## src/rtl/sucd_pkg.sv

```systemverilog
// ----------------------------------------------------------------------------
// sucd_pkg
// shared types and constants for the serial unlock command decoder
// ----------------------------------------------------------------------------
package sucd_pkg;

    localparam int CHAR_W   = 8;
    localparam int PERIOD_W = 16;
    localparam int CFG_IDX_W = 8;

    // configuration register indexes
    localparam logic [CFG_IDX_W-1:0] CFG_IDX_STEP  = 8'd0;
    localparam logic [CFG_IDX_W-1:0] CFG_IDX_FLOOR = 8'd1;

    // reset values
    localparam logic [PERIOD_W-1:0] STEP_RESET   = 16'd2000;
    localparam logic [PERIOD_W-1:0] FLOOR_RESET  = 16'd4000;
    localparam logic [PERIOD_W-1:0] PERIOD_RESET = 16'd10000;
    localparam logic [PERIOD_W-1:0] PERIOD_MAX   = 16'hFFFF;

    // character codes
    localparam logic [CHAR_W-1:0] CH_CR    = 8'h0D;
    localparam logic [CHAR_W-1:0] CH_LF    = 8'h0A;
    localparam logic [CHAR_W-1:0] CH_SPACE = 8'h20;
    localparam logic [CHAR_W-1:0] CH_A     = 8'h41;
    localparam logic [CHAR_W-1:0] CH_B     = 8'h42;
    localparam logic [CHAR_W-1:0] CH_C     = 8'h43;
    localparam logic [CHAR_W-1:0] CH_L     = 8'h4C;
    localparam logic [CHAR_W-1:0] CH_P_UC  = 8'h50;
    localparam logic [CHAR_W-1:0] CH_P_LC  = 8'h70;
    localparam logic [CHAR_W-1:0] CH_S_UC  = 8'h53;
    localparam logic [CHAR_W-1:0] CH_S_LC  = 8'h73;
    localparam logic [CHAR_W-1:0] CH_PLUS  = 8'h2B;
    localparam logic [CHAR_W-1:0] CH_MINUS = 8'h2D;

    typedef enum logic [2:0] {
        ST_NONE     = 3'd0,
        ST_UNLOCKED = 3'd1,
        ST_LOCKED   = 3'd2,
        ST_PAUSED   = 3'd3,
        ST_RUNNING  = 3'd4,
        ST_FASTER   = 3'd5,
        ST_SLOWER   = 3'd6,
        ST_INVALID  = 3'd7
    } status_t;

    // unlock progress codes
    typedef enum logic [1:0] {
        PROG_IDLE     = 2'd0,
        PROG_GOT_A    = 2'd1,
        PROG_GOT_B    = 2'd2,
        PROG_UNLOCKED = 2'd3
    } progress_t;

    typedef struct packed {
        logic [PERIOD_W-1:0] step;
        logic [PERIOD_W-1:0] floor;
    } cfg_t;

    typedef struct packed {
        logic [PERIOD_W-1:0] period;
        logic                is_unlocked;
        logic                is_running;
        status_t             status;
    } result_t;

endpackage

```

## src/rtl/sucd_cfg_regs.sv

```systemverilog
// ----------------------------------------------------------------------------
// sucd_cfg_regs
// period step and floor registers behind the configuration write channel
// ----------------------------------------------------------------------------
module sucd_cfg_regs
    import sucd_pkg::*;
(
    input  logic                 clk,
    input  logic                 rst_n,
    input  logic                 wr_en,
    input  logic [CFG_IDX_W-1:0] wr_index,
    input  logic [PERIOD_W-1:0]  wr_data,
    output cfg_t                 cfg
);

    cfg_t cfg_reg;

    always_ff @(posedge clk or negedge rst_n)
    begin
        if (!rst_n)
        begin
            cfg_reg.step  <= STEP_RESET;
            cfg_reg.floor <= FLOOR_RESET;
        end
        else if (wr_en)
        begin
            // unknown indexes are dropped
            if (wr_index == CFG_IDX_STEP)
            begin
                cfg_reg.step <= wr_data;
            end
            else if (wr_index == CFG_IDX_FLOOR)
            begin
                cfg_reg.floor <= wr_data;
            end
        end
    end

    assign cfg = cfg_reg;

endmodule

```

## src/rtl/sucd_decode.sv

```systemverilog
// ----------------------------------------------------------------------------
// sucd_decode
// character decode, unlock tracking and run / period state
// ----------------------------------------------------------------------------
module sucd_decode
    import sucd_pkg::*;
(
    input  logic              clk,
    input  logic              rst_n,
    input  logic              advance,
    input  logic [CHAR_W-1:0] ch,
    input  cfg_t              cfg,
    output result_t           result
);

    progress_t             progress_reg,  progress_next;
    logic                  running_reg,   running_next;
    logic [PERIOD_W-1:0]   period_reg,    period_next;
    status_t               status;
    logic [PERIOD_W-1:0]   raised;
    logic [PERIOD_W:0]     sum;
    logic                  blank;

    assign blank  = (ch == CH_CR) || (ch == CH_LF) || (ch == CH_SPACE);
    assign raised = (period_reg < cfg.floor) ? cfg.floor : period_reg;
    assign sum    = {1'b0, raised} + {1'b0, cfg.step};

    always_comb
    begin
        progress_next = progress_reg;
        running_next  = running_reg;
        period_next   = period_reg;
        status        = ST_NONE;
        if (blank)
        begin
            status = ST_NONE;
        end
        else if (progress_reg != PROG_UNLOCKED)
        begin
            priority if (progress_reg == PROG_IDLE && ch == CH_A)
            begin
                progress_next = PROG_GOT_A;
            end
            else if (progress_reg == PROG_GOT_A && ch == CH_B)
            begin
                progress_next = PROG_GOT_B;
            end
            else if (progress_reg == PROG_GOT_B && ch == CH_C)
            begin
                progress_next = PROG_UNLOCKED;
                status        = ST_UNLOCKED;
            end
            else
            begin
                progress_next = PROG_IDLE;
                status        = ST_LOCKED;
            end
        end
        else
        begin
            priority if (ch == CH_P_UC || ch == CH_P_LC)
            begin
                running_next = 1'b0;
                status       = ST_PAUSED;
            end
            else if (ch == CH_S_UC || ch == CH_S_LC)
            begin
                running_next = 1'b1;
                status       = ST_RUNNING;
            end
            else if (ch == CH_PLUS)
            begin
                // saturate at zero
                period_next = (raised >= cfg.step) ? (raised - cfg.step) : '0;
                status      = ST_FASTER;
            end
            else if (ch == CH_MINUS)
            begin
                period_next = raised;
                if (raised > cfg.floor)
                begin
                    period_next = sum[PERIOD_W] ? PERIOD_MAX : sum[PERIOD_W-1:0];
                    status      = ST_SLOWER;
                end
            end
            else if (ch == CH_L)
            begin
                progress_next = PROG_IDLE;
                status        = ST_LOCKED;
            end
            else
            begin
                status = ST_INVALID;
            end
        end
    end

    always_ff @(posedge clk or negedge rst_n)
    begin
        if (!rst_n)
        begin
            progress_reg <= PROG_IDLE;
            running_reg  <= 1'b0;
            period_reg   <= PERIOD_RESET;
        end
        else if (advance)
        begin
            progress_reg <= progress_next;
            running_reg  <= running_next;
            period_reg   <= period_next;
        end
    end

    assign result.status      = status;
    assign result.is_running  = running_next;
    assign result.is_unlocked = (progress_next == PROG_UNLOCKED);
    assign result.period      = period_next;

endmodule

```

## src/rtl/serial_unlock_command_decoder.sv

```systemverilog
// ----------------------------------------------------------------------------
// serial_unlock_command_decoder
// a taken request passes through the input register, then the result register, to the master side
// throughput: one character per cycle while the master side is not stalled, set by the single decode stage
// the input register refills in the same cycle its item moves on
// reset: asynchronous, active low; locked, paused, period 10000, step 2000,
// floor 4000, both pipeline registers empty
// ----------------------------------------------------------------------------
module serial_unlock_command_decoder
    import sucd_pkg::*;
(
    input  logic                 clk,
    input  logic                 rst_n,
    // character stream in
    input  logic                 s_tvalid,
    output logic                 s_tready,
    input  logic [7:0]           s_tdata,    // [7:0] char_in
    // result stream out
    output logic                 m_tvalid,
    input  logic                 m_tready,
    output logic [23:0]          m_tdata,    // [2:0] status, [3] is_running,
                                             // [4] is_unlocked,
                                             // [20:5] timer_period_out, rest 0
    // configuration writes
    input  logic                 cfg_valid,
    output logic                 cfg_ready,
    input  logic [CFG_IDX_W-1:0] cfg_index,
    input  logic [PERIOD_W-1:0]  cfg_data
);

    logic              in_valid_reg;
    logic [CHAR_W-1:0] in_char_reg;
    logic              out_valid_reg;
    result_t           out_data_reg;
    logic              advance;
    cfg_t              cfg;
    result_t           result;

    // config writes are always taken
    assign cfg_ready = 1'b1;

    sucd_cfg_regs u_cfg (
        .clk      (clk),
        .rst_n    (rst_n),
        .wr_en    (cfg_valid),
        .wr_index (cfg_index),
        .wr_data  (cfg_data),
        .cfg      (cfg)
    );

    // the held character moves on when the output register is free or drains
    assign advance  = in_valid_reg && (!out_valid_reg || m_tready);
    // input register takes a new request when empty or emptying this cycle
    assign s_tready = !in_valid_reg || advance;

    always_ff @(posedge clk or negedge rst_n)
    begin
        if (!rst_n)
        begin
            in_valid_reg <= 1'b0;
        end
        else if (s_tready)
        begin
            in_valid_reg <= s_tvalid;
        end
    end

    always_ff @(posedge clk)
    begin
        if (s_tready && s_tvalid)
        begin
            in_char_reg <= s_tdata;
        end
    end

    // decode and state update happen together as the character advances
    sucd_decode u_decode (
        .clk     (clk),
        .rst_n   (rst_n),
        .advance (advance),
        .ch      (in_char_reg),
        .cfg     (cfg),
        .result  (result)
    );

    // result register
    always_ff @(posedge clk or negedge rst_n)
    begin
        if (!rst_n)
        begin
            out_valid_reg <= 1'b0;
        end
        else if (!out_valid_reg || m_tready)
        begin
            out_valid_reg <= in_valid_reg;
        end
    end

    always_ff @(posedge clk)
    begin
        if (advance)
        begin
            out_data_reg <= result;
        end
    end

    assign m_tvalid = out_valid_reg;
    assign m_tdata  = {3'b000, out_data_reg.period, out_data_reg.is_unlocked,
                       out_data_reg.is_running, out_data_reg.status};

endmodule

```

## config.mk

```make
export PLATFORM = sky130hd
export DESIGN_NAME = serial_unlock_command_decoder
export DESIGN_NICKNAME = d
export VERILOG_FILES = /design/src/rtl/sucd_pkg.sv /design/src/rtl/sucd_cfg_regs.sv /design/src/rtl/sucd_decode.sv /design/src/rtl/serial_unlock_command_decoder.sv
export SDC_FILE = /design/constraint.sdc
export NUM_CORES = 1
export LEC_CHECK = 0
export ABC_AREA = 1
export BUFFER_PORTS_ARGS = -buffer_cell sky130_fd_sc_hd__buf_4
export CORE_ASPECT_RATIO = 1.5
export CORE_MARGIN = 3
export CORE_UTILIZATION = 40
export DETAILED_ROUTE_END_ITERATION = 8
export HOLD_SLACK_MARGIN = 0.06
export PLACE_DENSITY_LB_ADDON = 0.3
export SYNTH_ARGS = -nofsm -noshare
export SYNTH_HDL_FRONTEND = slang
export SYNTH_SLANG_ARGS = --single-unit
```

## constraint.sdc

```tcl
create_clock -name clk -period 4.71 [get_ports clk]
set_input_delay 0.471 -clock clk [delete_from_list [all_inputs] [get_ports clk]]
set_output_delay 0.471 -clock clk [all_outputs]
set_load 0.005 [all_outputs]
```

* Yosys cells after proc, flatten, opt, wreduce, memory -nomap -nowiden
Index checks and enable logic that the tools add are counted.
Word-level totals: word-level logic and storage cells 87, output and inout port bits 27, register bits after elaboration 82
Operators by class: order comparisons 3, bitwise logic cells 1, $add $sub $neg 2, reduce and logical (&&, ||, !) cells 17, eq/ne operators 18, mux-type cells 34
Operator list (number):
- 16-bit 2-to-1 mux | 10
- 8-bit by 7-bit equality test with 1-bit output (second input constant) | 8
- 3-bit 2-to-1 mux | 9
- 8-bit by 6-bit equality test with 1-bit output (second input constant) | 3
- 2-bit 2-to-1 mux | 11
- 16-bit by 16-bit adder with 17-bit output | 1
- 8-bit by 4-bit equality test with 1-bit output (second input constant) | 2
- 16-bit >= comparator | 1
- 16-bit > comparator | 1
- 16-bit < comparator | 1
- 16-bit subtractor | 1
- 8-bit by 1-bit equality test with 1-bit output (second input constant) | 1
- 8-bit logical NOT | 1
- 1-bit logical OR | 6
- 1-bit logical AND | 5
- 2-bit equality test (second input constant) | 2
- 1-bit 2-to-1 mux | 4
- 3-bit AND reduction | 1
- 2-bit by 1-bit equality test with 1-bit output (second input constant) | 1
- 1-bit logical NOT | 2
- 2-bit logical NOT | 1
- 2-bit inequality test (second input constant) | 1
- 2-bit AND reduction | 1
- 1-bit inverter | 1

* Logic depth before layout (Yosys ltp)
Gate-level depths: netlist (run 1).
word-level depth 11, mapped depth 33

* Cells and area by module
A second synthesis (run 1) with hierarchy kept.
Second synthesis, totals: cells, all modules 986, area total of the unflattened synthesis 6947.9 um2
Modules (own cells, without submodules):
- sucd_decode | area an instance 4525.6 um2, instances 1, cells an instance 788, sequential area each 481.7 um2
- sucd_cfg_regs | area an instance 1418.9 um2, instances 1, cells an instance 151, sequential area each 815.8 um2
- serial_unlock_command_decoder | area an instance 1003.5 um2, instances 1, cells an instance 47, sequential area each 920.9 um2

* Worst setup path before layout (run 1)
OpenSTA, ideal clock, no wires.
path type reg-to-reg, start point register u_cfg.cfg_reg, in the netlist u_cfg.cfg[9], end point register out_data_reg, in the netlist m_tdata[19] (data pin), arrival 3.761 ns, setup slack 0.689 ns, library setup time 0.260 ns, stages on the path, launching flop included 23, data required time 4.450 ns, cell sequence dfstp_2 -> inv_1 -> ha_1 -> nand2_1 -> inv_1 -> o21ai_1 -> a21oi_1 -> nor2_1 -> nand2_2 -> buf_2 -> o21ai_0 -> inv_1 -> fa_1 -> o21ai_1 -> a21oi_1 -> o21ai_1 -> a21boi_1 -> o21ai_0 -> nand2_1 -> nand4_1 -> nand2_1 -> a21oi_1 -> a21boi_1
RTL lines:
- start: declaration | RTL line sucd_cfg_regs.sv:16 | cfg_t cfg_reg;
- end signal: assignment | RTL line serial_unlock_command_decoder.sv:103 | out_data_reg <= result;
- end: declaration | RTL line serial_unlock_command_decoder.sv:34 | result_t out_data_reg;

==> flow_summary.json, run 1 <==
{
  "synthSimpleGateAreaFrac": 0.270,
  "io_pins": 64,
  "utilization": 0.478,
  "period_needed_ns": 4.44,
  "setup_violations": 0,
  "cts_tree": "built",
  "maxCapViolCount": 0,
  "power.leakage_nw": 3.99,
  "path_max_fanout": 13,
  "antenna_found_initial": 0,
  "grt_max_degree": 54,
  "synth_compound_area_frac": 0.154,
  "reg2reg_from": "u_cfg.cfg[9]",
  "ys_warn_count": 0,
  "synth_top_area_share": 0.149,
  "clock_latency_ns": 0.35,
  "most-common-layout-cells": "nand2_1, inv_1, buf_4",
  "synth_top_family_by_area": "simple AND/OR/NAND/NOR gates",
  "cpMostUsedCell": "nand2_1",
  "fillCellCount": 1653,
  "combPwrFrac": 0.699,
  "critPathArrivalTime_ns": 4.55,
  "r2r_slack_ns": 0.27,
  "cts_buffers": 9,
  "drt-total-wl_um": 18800,
  "synthArstFlopShare": 0.646,
  "tightest_slew_ns": 0.724,
  "synth_xor_area_frac": 0.0235,
  "first_global_vias": 6249,
  "dr.pass1.iters": 7,
  "cp-end-kind": "flip-flop",
  "post_route_cells_drive_above_1_share": 0.156,
  "synthMuxAreaShare": 0,
  "start_util": 0.411,
  "multi_input_area_mm2": 0.00386,
  "vias_per_cell": 5.23,
  "fmax_mhz": 225,
  "area_growth_pct": 16.3,
  "fin_skew_ns": 0.00959,
  "start_kind": "flip-flop",
  "fin_tns_setup_ns": 0,
  "grt_pass1_wl_um": 30400,
  "seq_area_frac_synth": 0.330,
  "overflow": 0,
  "regArea_mm2": 0.00222,
  "seqPwrFrac": 0.181,
  "cts_root_buffer": "clkbuf_16",
  "hold_violations": 0,
  "clk_pin_slew_ns": 0.07,
  "wl_per_cell_um": 15.2,
  "cts_max_level": 3,
  "diodes": 0,
  "clkPwrFrac": 0.120,
  "synthTopCellsByArea": "nand2_1, dfrtp_1, edfxtp_1",
  "dieArea_mm2": 0.0184,
  "ys_types": 52,
  "mostFrequentLayoutCell": "nand2_1",
  "core-area_mm2": 0.0163,
  "yosysTopAreaCell": "nand2_1",
  "port_buffers": 59,
  "path_class": "flip-flop to flip-flop",
  "dp.final_hpwl_um": 15100,
  "clock-sinks": 82,
  "synth_edf_count": 29,
  "status": "completed",
  "clk_path_buf_depth": 2,
  "finalPower_mw": 5.57,
  "reg2regPathDepth": 28,
  "drtIter0Drc": 382,
  "reg2reg_to": "m_tdata[20]",
  "gp_congestion": 1.00,
  "drc": 0,
  "dp.cells": 1211,
  "instances_no_fill": 1233,
  "syn_inst": 947,
  "cellPowerDensity_mw_per_mm2": 712,
  "ant_nets": 0,
  "largest_register_ff_count": 32,
  "synth_fa_ha_area_frac": 0.120,
  "drv_slew": 0,
  "switchingPower_mw": 2.95,
  "syn_area_mm2": 0.00672,
  "std_cell_rows": 57,
  "die_w_um": 112,
  "hold_path_class": "input port to asynchronous set/reset pin",
  "worstPathRequired_ns": 4.82,
  "finalCritPeriodShare": 0.943,
  "fin_nets": 1122,
  "slowest_delay_ns": 0.53,
  "grt_usage": 0.206,
  "ys.flop_type": "dfrtp_1",
  "swShare": 0.531,
  "cp_slowest_cell": "dfstp_2",
  "ir_drop_mv": 0.619,
  "internal_power_mw": 2.61,
  "vias": 6443,
  "synth_seq_cells": 82,
  "maxSlewHeadroom": 0.517,
  "die_h_um": 165,
  "avgSynthCellArea_um2": 7.09
}
-- cell type report --
type,instances,share of cell area
inverter,139,0.0668
multi-input combinational,700,0.494
clock inverter,7,0.00673
clock buffer,9,0.0288
tap,206,0.0330
timing repair buffer,90,0.0865
sequential,82,0.284
-- worst max-delay path, delay by kind of cell (launching register included) --
kind | cells | cell delay [ns]
buf+inv | 6 | 0.53
compound gates | 5 | 0.73
flops | 1 | 0.53
fa+ha+maj | 2 | 0.72
simple gates | 15 | 1.66
-- how the worst max path moves through the flow --
stage	start	to	slack (ns)	cells after the start
final	u_cfg.cfg[9]	m_tdata[20]	0.27	28
after global routing	u_cfg.cfg[9]	m_tdata[20]	-0.009	26
after CTS	u_cfg.cfg[9]	m_tdata[20]	0.003	26
after detailed placement	u_cfg.cfg[9]	m_tdata[20]	0.009	26
after global placement	u_cfg.cfg[9]	m_tdata[20]	0.03	26
after floorplan	u_cfg.cfg[9]	m_tdata[19]	0.69	22
-- power by group through the flow --
stage                     registers (mW)  logic (mW)  clock network, mW
after floorplan                    0.974        2.78                  0
after global placement              1.01        3.67                  0
after detailed placement            1.01        3.70                  0
after CTS                           1.00        3.71              0.681
after global routing                1.02        4.32              0.712
final                               1.01        3.89              0.668
-- synthesized netlist by cell type, types with 5 or more instances --
master	number
nand2_1	267
a21boi_1	14
ha_1	61
or2_2	15
nor4_1	5
o21ai_0	81
xor2_1	15
nand2_2	7
inv_1	136
dfrtp_1	36
nor3_1	11
nand4_1	7
nor2_1	54
clkbuf_1	10
buf_2	10
buf_4	5
a21oi_1	54
nand3_1	57
o21ai_1	12
dfstp_2	17
edfxtp_1	29
-- cell families after synthesis --
| family | after synthesis |
|---|---|
| fa+ha+maj | 63 |
| compound gates | 185 |
| flops | 82 |
| simple gates | 429 |
| buf+inv | 168 |
| other cells | 2 |
| xor+xnor | 18 |
-- what timing repair did --
item                       CTS  global route
hold buffers                 0             0
setup endpoints to repair    0            32
setup buffers                0             5
resized for setup            0            13
-- stage by stage --
| stage | instance area, µm² | setup WS, ns | hold slack (ns) |
|---|---|---|---|
| floorplan | 6730 | 0.689 | 0.175 |
| global placement | 7460 | 0.0286 | 0.467 |
| detailed placement | 7460 | 0.00915 | 0.476 |
| CTS | 7740 | 0.00286 | 0.198 |
| global route | 7810 | -0.00947 | 0.241 |
| finish | 7810 | 0.266 | 0.171 |
-- layer usage --
layer  part of all wire  GRT usage
met1               0.40      0.233
met2               0.51      0.379
met3              0.042     0.0246
met4              0.043      0.101
met5                  0          0
Note: power is estimated with default switching activity, not from simulation.
==> inputs of run 2 (changes only) <==
--- a/config.mk
+++ b/config.mk
@@ -10,9 +10,9 @@
 export CORE_ASPECT_RATIO = 1.5
 export CORE_MARGIN = 3
 export CORE_UTILIZATION = 40
+export CTS_CLUSTER_DIAMETER = 200
 export DETAILED_ROUTE_END_ITERATION = 8
 export HOLD_SLACK_MARGIN = 0.06
-export PLACE_DENSITY_LB_ADDON = 0.3
 export SYNTH_ARGS = -nofsm -noshare
 export SYNTH_HDL_FRONTEND = slang
 export SYNTH_SLANG_ARGS = --single-unit
==> flow_summary.json, run 2 (same netlist as run 1, synthesis figures left out) <==
{
  "fin_hold_ws_ns": 0.154,
  "period_needed_ns": 4.39,
  "clkPwrFrac": 0.123,
  "grt_pass1_wl_um": 30400,
  "postPlaceCellArea_mm2": 0.00756,
  "fin_skew_ns": 0.00738,
  "reg2reg_to": "m_tdata[20]",
  "cp_slowest_cell": "dfstp_2",
  "grt_max_degree": 54,
  "setup_violations": 0,
  "cts_root_buffer": "clkbuf_16",
  "die_h_um": 165,
  "area_growth_pct": 18.0,
  "combPwrFrac": 0.705,
  "grt_usage": 0.208,
  "largest_register_ff_count": 32,
  "utilization": 0.485,
  "hold_violations": 0,
  "mostFrequentLayoutCell": "nand2_1",
  "cts_buffers": 9,
  "port_buffers": 59,
  "status": "completed",
  "seqPwrFrac": 0.172,
  "drt-total-wl_um": 19200,
  "start_kind": "flip-flop",
  "fmax_mhz": 228,
  "reg2regPathDepth": 27,
  "clk_pin_slew_ns": 0.06,
  "clk_path_buf_depth": 2,
  "path_class": "flip-flop to flip-flop",
  "tightest_slew_ns": 0.763,
  "diodes": 0,
  "drv_slew": 0,
  "drtIter0Drc": 490,
  "die_w_um": 112,
  "swShare": 0.518,
  "pre_cts_slack_ns": -0.243,
  "post_route_cells_drive_above_1_share": 0.166,
  "final_area_mm2": 0.00793,
  "cts_max_level": 3,
  "path_max_fanout": 15,
  "maxCapViolCount": 0,
  "rsz0062_at_grt": "yes",
  "finalCritPeriodShare": 0.931,
  "clock-sinks": 82,
  "maxSlewHeadroom": 0.491,
  "startpoint": "u_cfg.cfg[9]",
  "antenna_found_initial": 0,
  "cp-end-kind": "flip-flop",
  "gp_congestion": 0.935,
  "drc": 0,
  "vias": 6412,
  "ir_drop_mv": 0.619,
  "first_global_vias": 6219,
  "start_util": 0.411,
  "vias_per_cell": 5.15,
  "ant_nets": 0,
  "critPathArrivalTime_ns": 4.49,
  "r2r_slack_ns": 0.32,
  "worst_slack_ns": 0.324,
  "dieArea_mm2": 0.0184,
  "most-common-layout-cells": "nand2_1, inv_1, buf_4",
  "io_pins": 64,
  "wl_per_cell_um": 15.4,
  "slowest_delay_ns": 0.52,
  "core-area_mm2": 0.0163,
  "cts_tree": "built",
  "std_cell_rows": 57,
  "overflow": 0,
  "internal_power_mw": 2.77,
  "cellPowerDensity_mw_per_mm2": 725,
  "hold_path_class": "input port to asynchronous set/reset pin",
  "clock_latency_ns": 0.35,
  "power.leakage_nw": 4.07,
  "dp.final_hpwl_um": 15200,
  "crit_end": "m_tdata[20]",
  "worstPathRequired_ns": 4.82,
  "fin_nets": 1134,
  "dr.pass1.iters": 5,
  "reg2reg_from": "u_cfg.cfg[9]",
  "postCtsHoldBufs": 0,
  "switchingPower_mw": 2.98
}
-- run 2: layout make-up --
class | instances | area [µm²]
sequential | 82 | 2220
clock inverter | 5 | 55.1
tap | 206 | 258
multi-input combinational | 700 | 3880
clock buffer | 11 | 233
fill | 1684 | 8400
timing repair buffer | 102 | 766
inverter | 139 | 522
-- run 2: repair_timing --
| action | CTS | global route |
|---|---|---|
| pin swaps | 0 | 2 |
| gates cloned | 0 | 1 |
| buffers inserted | 0 | 4 |
| gates resized for setup | 3 | 14 |
| setup endpoints to repair | 4 | 32 |
-- run 2: metal layers --
layer  up-vias  part of all wire  global-route usage
met5         -                 0                   0
met3        38             0.048              0.0312
li1       3256                 -                   -
met1      2921              0.43               0.250
met4         0             0.031              0.0791
met2       197              0.50               0.373
-- run 2: worst min path at each step --
stage             startpoint                endpoint  slack (ns)  depth (start not counted)
2_1_floorplan          rst_n            in_valid_reg        0.18                          0
3_3_place_gp   u_cfg.cfg[12]           u_cfg.cfg[12]        0.47                          2
3_5_place_dp   u_cfg.cfg[13]           u_cfg.cfg[13]        0.47                          2
4_1_cts                rst_n  u_decode.period_reg[2]        0.20                          1
5_1_grt                rst_n  u_decode.period_reg[2]        0.23                          1
6_report               rst_n  u_decode.period_reg[7]        0.15                          1
-- run 2: metrics by stage --
stage	total power, mW	setup TNS [ns]	cells
floorplan	3.75	0	949
global placement	4.74	-0.419	1224
detailed placement	4.75	-0.313	1224
CTS	5.50	0	1240
global route	6.22	-0.0764	1245
finish	5.75	0	1245
-- run 2: power by group through the flow --
stage / combinational [mW] / clock (mW) / sequential (mW)
floorplan: 2.78 / 0 / 0.974
global placement: 3.75 / 0 / 0.998
detailed placement: 3.75 / 0 / 0.994
CTS: 3.79 / 0.722 / 0.987
global route: 4.47 / 0.748 / 1.00
finish: 4.05 / 0.706 / 0.988
-- run 2: worst max-delay path: cells and delay by family, from the launching register on --
| kind | cells | cell delay, ns |
|---|---|---|
| adders and majority gates | 2 | 0.74 |
| and+or+nand+nor | 15 | 1.72 |
| AOI/OAI and AO/OA | 5 | 0.72 |
| DFF | 1 | 0.52 |
| buffers and inverters | 5 | 0.42 |
==> inputs of run 3 (changes only) <==
--- a/config.mk
+++ b/config.mk
@@ -12,6 +12,7 @@
 export CORE_UTILIZATION = 40
 export CTS_CLUSTER_DIAMETER = 200
 export DETAILED_ROUTE_END_ITERATION = 8
+export GPL_TIMING_DRIVEN = 0
 export HOLD_SLACK_MARGIN = 0.06
 export SYNTH_ARGS = -nofsm -noshare
 export SYNTH_HDL_FRONTEND = slang
==> flow_summary.json, run 3 (same netlist as run 1, synthesis figures left out) <==
{
  "status": "completed",
  "fillCellCount": 1700,
  "gp_congestion": 0.924,
  "antenna_found_initial": 0,
  "clk_pin_slew_ns": 0.06,
  "cts_tree": "built",
  "maxSlewHeadroom": 0.536,
  "combPwrFrac": 0.709,
  "drt-met1-wl_um": 7650,
  "final_area_mm2": 0.00785,
  "power.leakage_nw": 3.96,
  "start_util": 0.411,
  "finalCritPeriodShare": 0.921,
  "top_layer_used": "met4",
  "hold_path_class": "input port to asynchronous set/reset pin",
  "setup_violations": 0,
  "grt_usage": 0.216,
  "dieArea_mm2": 0.0184,
  "die_h_um": 165,
  "vias_per_cell": 5.20,
  "ir_drop_mv": 0.635,
  "grt_max_degree": 54,
  "port_buffers": 59,
  "cts_root_buffer": "clkbuf_16",
  "hold_violations": 0,
  "worstPathRequired_ns": 4.90,
  "fin_skew_ns": 0.00400,
  "drv_slew": 0,
  "clkPwrFrac": 0.121,
  "wl_per_cell_um": 15.9,
  "most-common-layout-cells": "nand2_1, inv_1, buf_4",
  "post-cts-setup-buffer-count": 0,
  "cts_max_level": 3,
  "postPlaceCellArea_mm2": 0.00743,
  "die_w_um": 112,
  "fin_nets": 1119,
  "std_cell_rows": 57,
  "internal_power_mw": 2.72,
  "mostFrequentLayoutCell": "nand2_1",
  "swShare": 0.534,
  "first_global_vias": 6260,
  "period_needed_ns": 4.34,
  "switchingPower_mw": 3.12,
  "post_route_cells_drive_above_1_share": 0.156,
  "overflow": 0,
  "diodes": 0,
  "largest_register_ff_count": 32,
  "cp-end-kind": "flip-flop",
  "vias": 6390,
  "regArea_mm2": 0.00222,
  "core-area_mm2": 0.0163,
  "clock-sinks": 82,
  "seqPwrFrac": 0.170,
  "dp.final_hpwl_um": 16000,
  "wl_met3_um": 701,
  "postCtsHoldBufs": 0,
  "cellPowerDensity_mw_per_mm2": 744,
  "drtIter0Drc": 306,
  "clk_path_buf_depth": 2,
  "dr.pass1.iters": 5,
  "ant_nets": 0,
  "maxCapViolCount": 0,
  "clock_latency_ns": 0.35,
  "utilization": 0.481,
  "grt_pass1_wl_um": 31200,
  "cts_buffers": 9,
  "reg2regPathDepth": 22,
  "tightest_slew_ns": 0.697,
  "path_class": "flip-flop to flip-flop",
  "start_kind": "flip-flop",
  "critPathArrivalTime_ns": 4.53,
  "wl_met2_um": 10300,
  "drt-total-wl_um": 19500,
  "path_max_fanout": 10,
  "area_growth_pct": 16.9,
  "multi_input_area_mm2": 0.00394,
  "drc": 0,
  "io_pins": 64,
  "fmax_mhz": 231
}
## run 3: cell types whose count changed in the layout (fill, tap and decap cells not counted), sizes merged
cell	change
clkinvlp	-1
clkbuf	+12
buf	-25
nand2	-1
## run 3: layout make-up
cell class | instances | area share
inverters | 139 | 0.0668
clock buffers | 12 | 0.0301
repair buffers | 59 | 0.0564
clock inverters | 4 | 0.00669
flip-flops and latches | 82 | 0.283
multi-input cells | 699 | 0.502
plain buffers | 29 | 0.0223
well taps | 206 | 0.0328
## run 3: path summary, 6_finish.rpt
kind | start | endpoint | slack (ns)
max | u_cfg.cfg[7] | m_tdata[16] | 0.37
min | rst_n | u_cfg.cfg[2] | 0.17
max reg2reg | u_cfg.cfg[7] | m_tdata[16] | 0.37
min reg2reg | u_cfg.cfg[13] | u_cfg.cfg[13] | 0.49
max in group asynchronous | rst_n | u_cfg.cfg[31] | 4.08
min in group clk | s_tdata[2] | in_char_reg[2] | 0.29
## run 3: power groups by stage
stage,clock network [mW],logic (mW),registers (mW)
2_1_floorplan,0,2.78,0.974
3_3_place_gp,0,3.88,1.01
3_5_place_dp,0,3.88,1.00
4_1_cts,0.718,3.93,0.995
5_1_grt,0.745,4.56,1.01
6_report,0.706,4.14,0.996
## run 3: worst max-delay path, cell delays in order (launching register included)
cell and delay [ns]:
dfstp_2 0.53, inv_1 0.09, ha_1 0.32, nand2_1 0.08, o21a_1 0.18, nand2_1 0.14, nand2_2 0.08, nand2_2 0.10
buf_2 0.28, o21ai_1 0.18, ha_1 0.39, inv_1 0.11, nor2_1 0.13, nand2_1 0.12, nor4_2 0.23, nand3_1 0.15
o2111ai_1 0.23, nand2_2 0.21, inv_4 0.18, nand3_1 0.13, nand2_1 0.08, inv_1 0.05, a21boi_1 0.17
## run 3: what timing repair did
item / 4_1_cts / 5_1_grt
resized for setup: 8 / 46
setup endpoints to repair: 28 / 33
pin swaps: 0 / 1
## run 3: layer usage
metal	up-vias	track usage
met4	0	0.119
met1	2936	0.239
met2	177	0.402
li1	3221	-
met3	56	0.0209
met5	-	0
## run 3: metrics by stage
step	setup slack, ns	total power, mW	hold WS, ns	TNS [ns]	std cells
finish	0.373	5.84	0.169	0	1230
detailed placement	-0.209	4.89	0.479	-2.94	1214
global route	-0.0102	6.32	0.233	-0.0102	1230
floorplan	0.689	3.75	0.175	0	949
global placement	-0.200	4.89	0.468	-2.63	1214
CTS	0.000179	5.64	0.199	0	1230
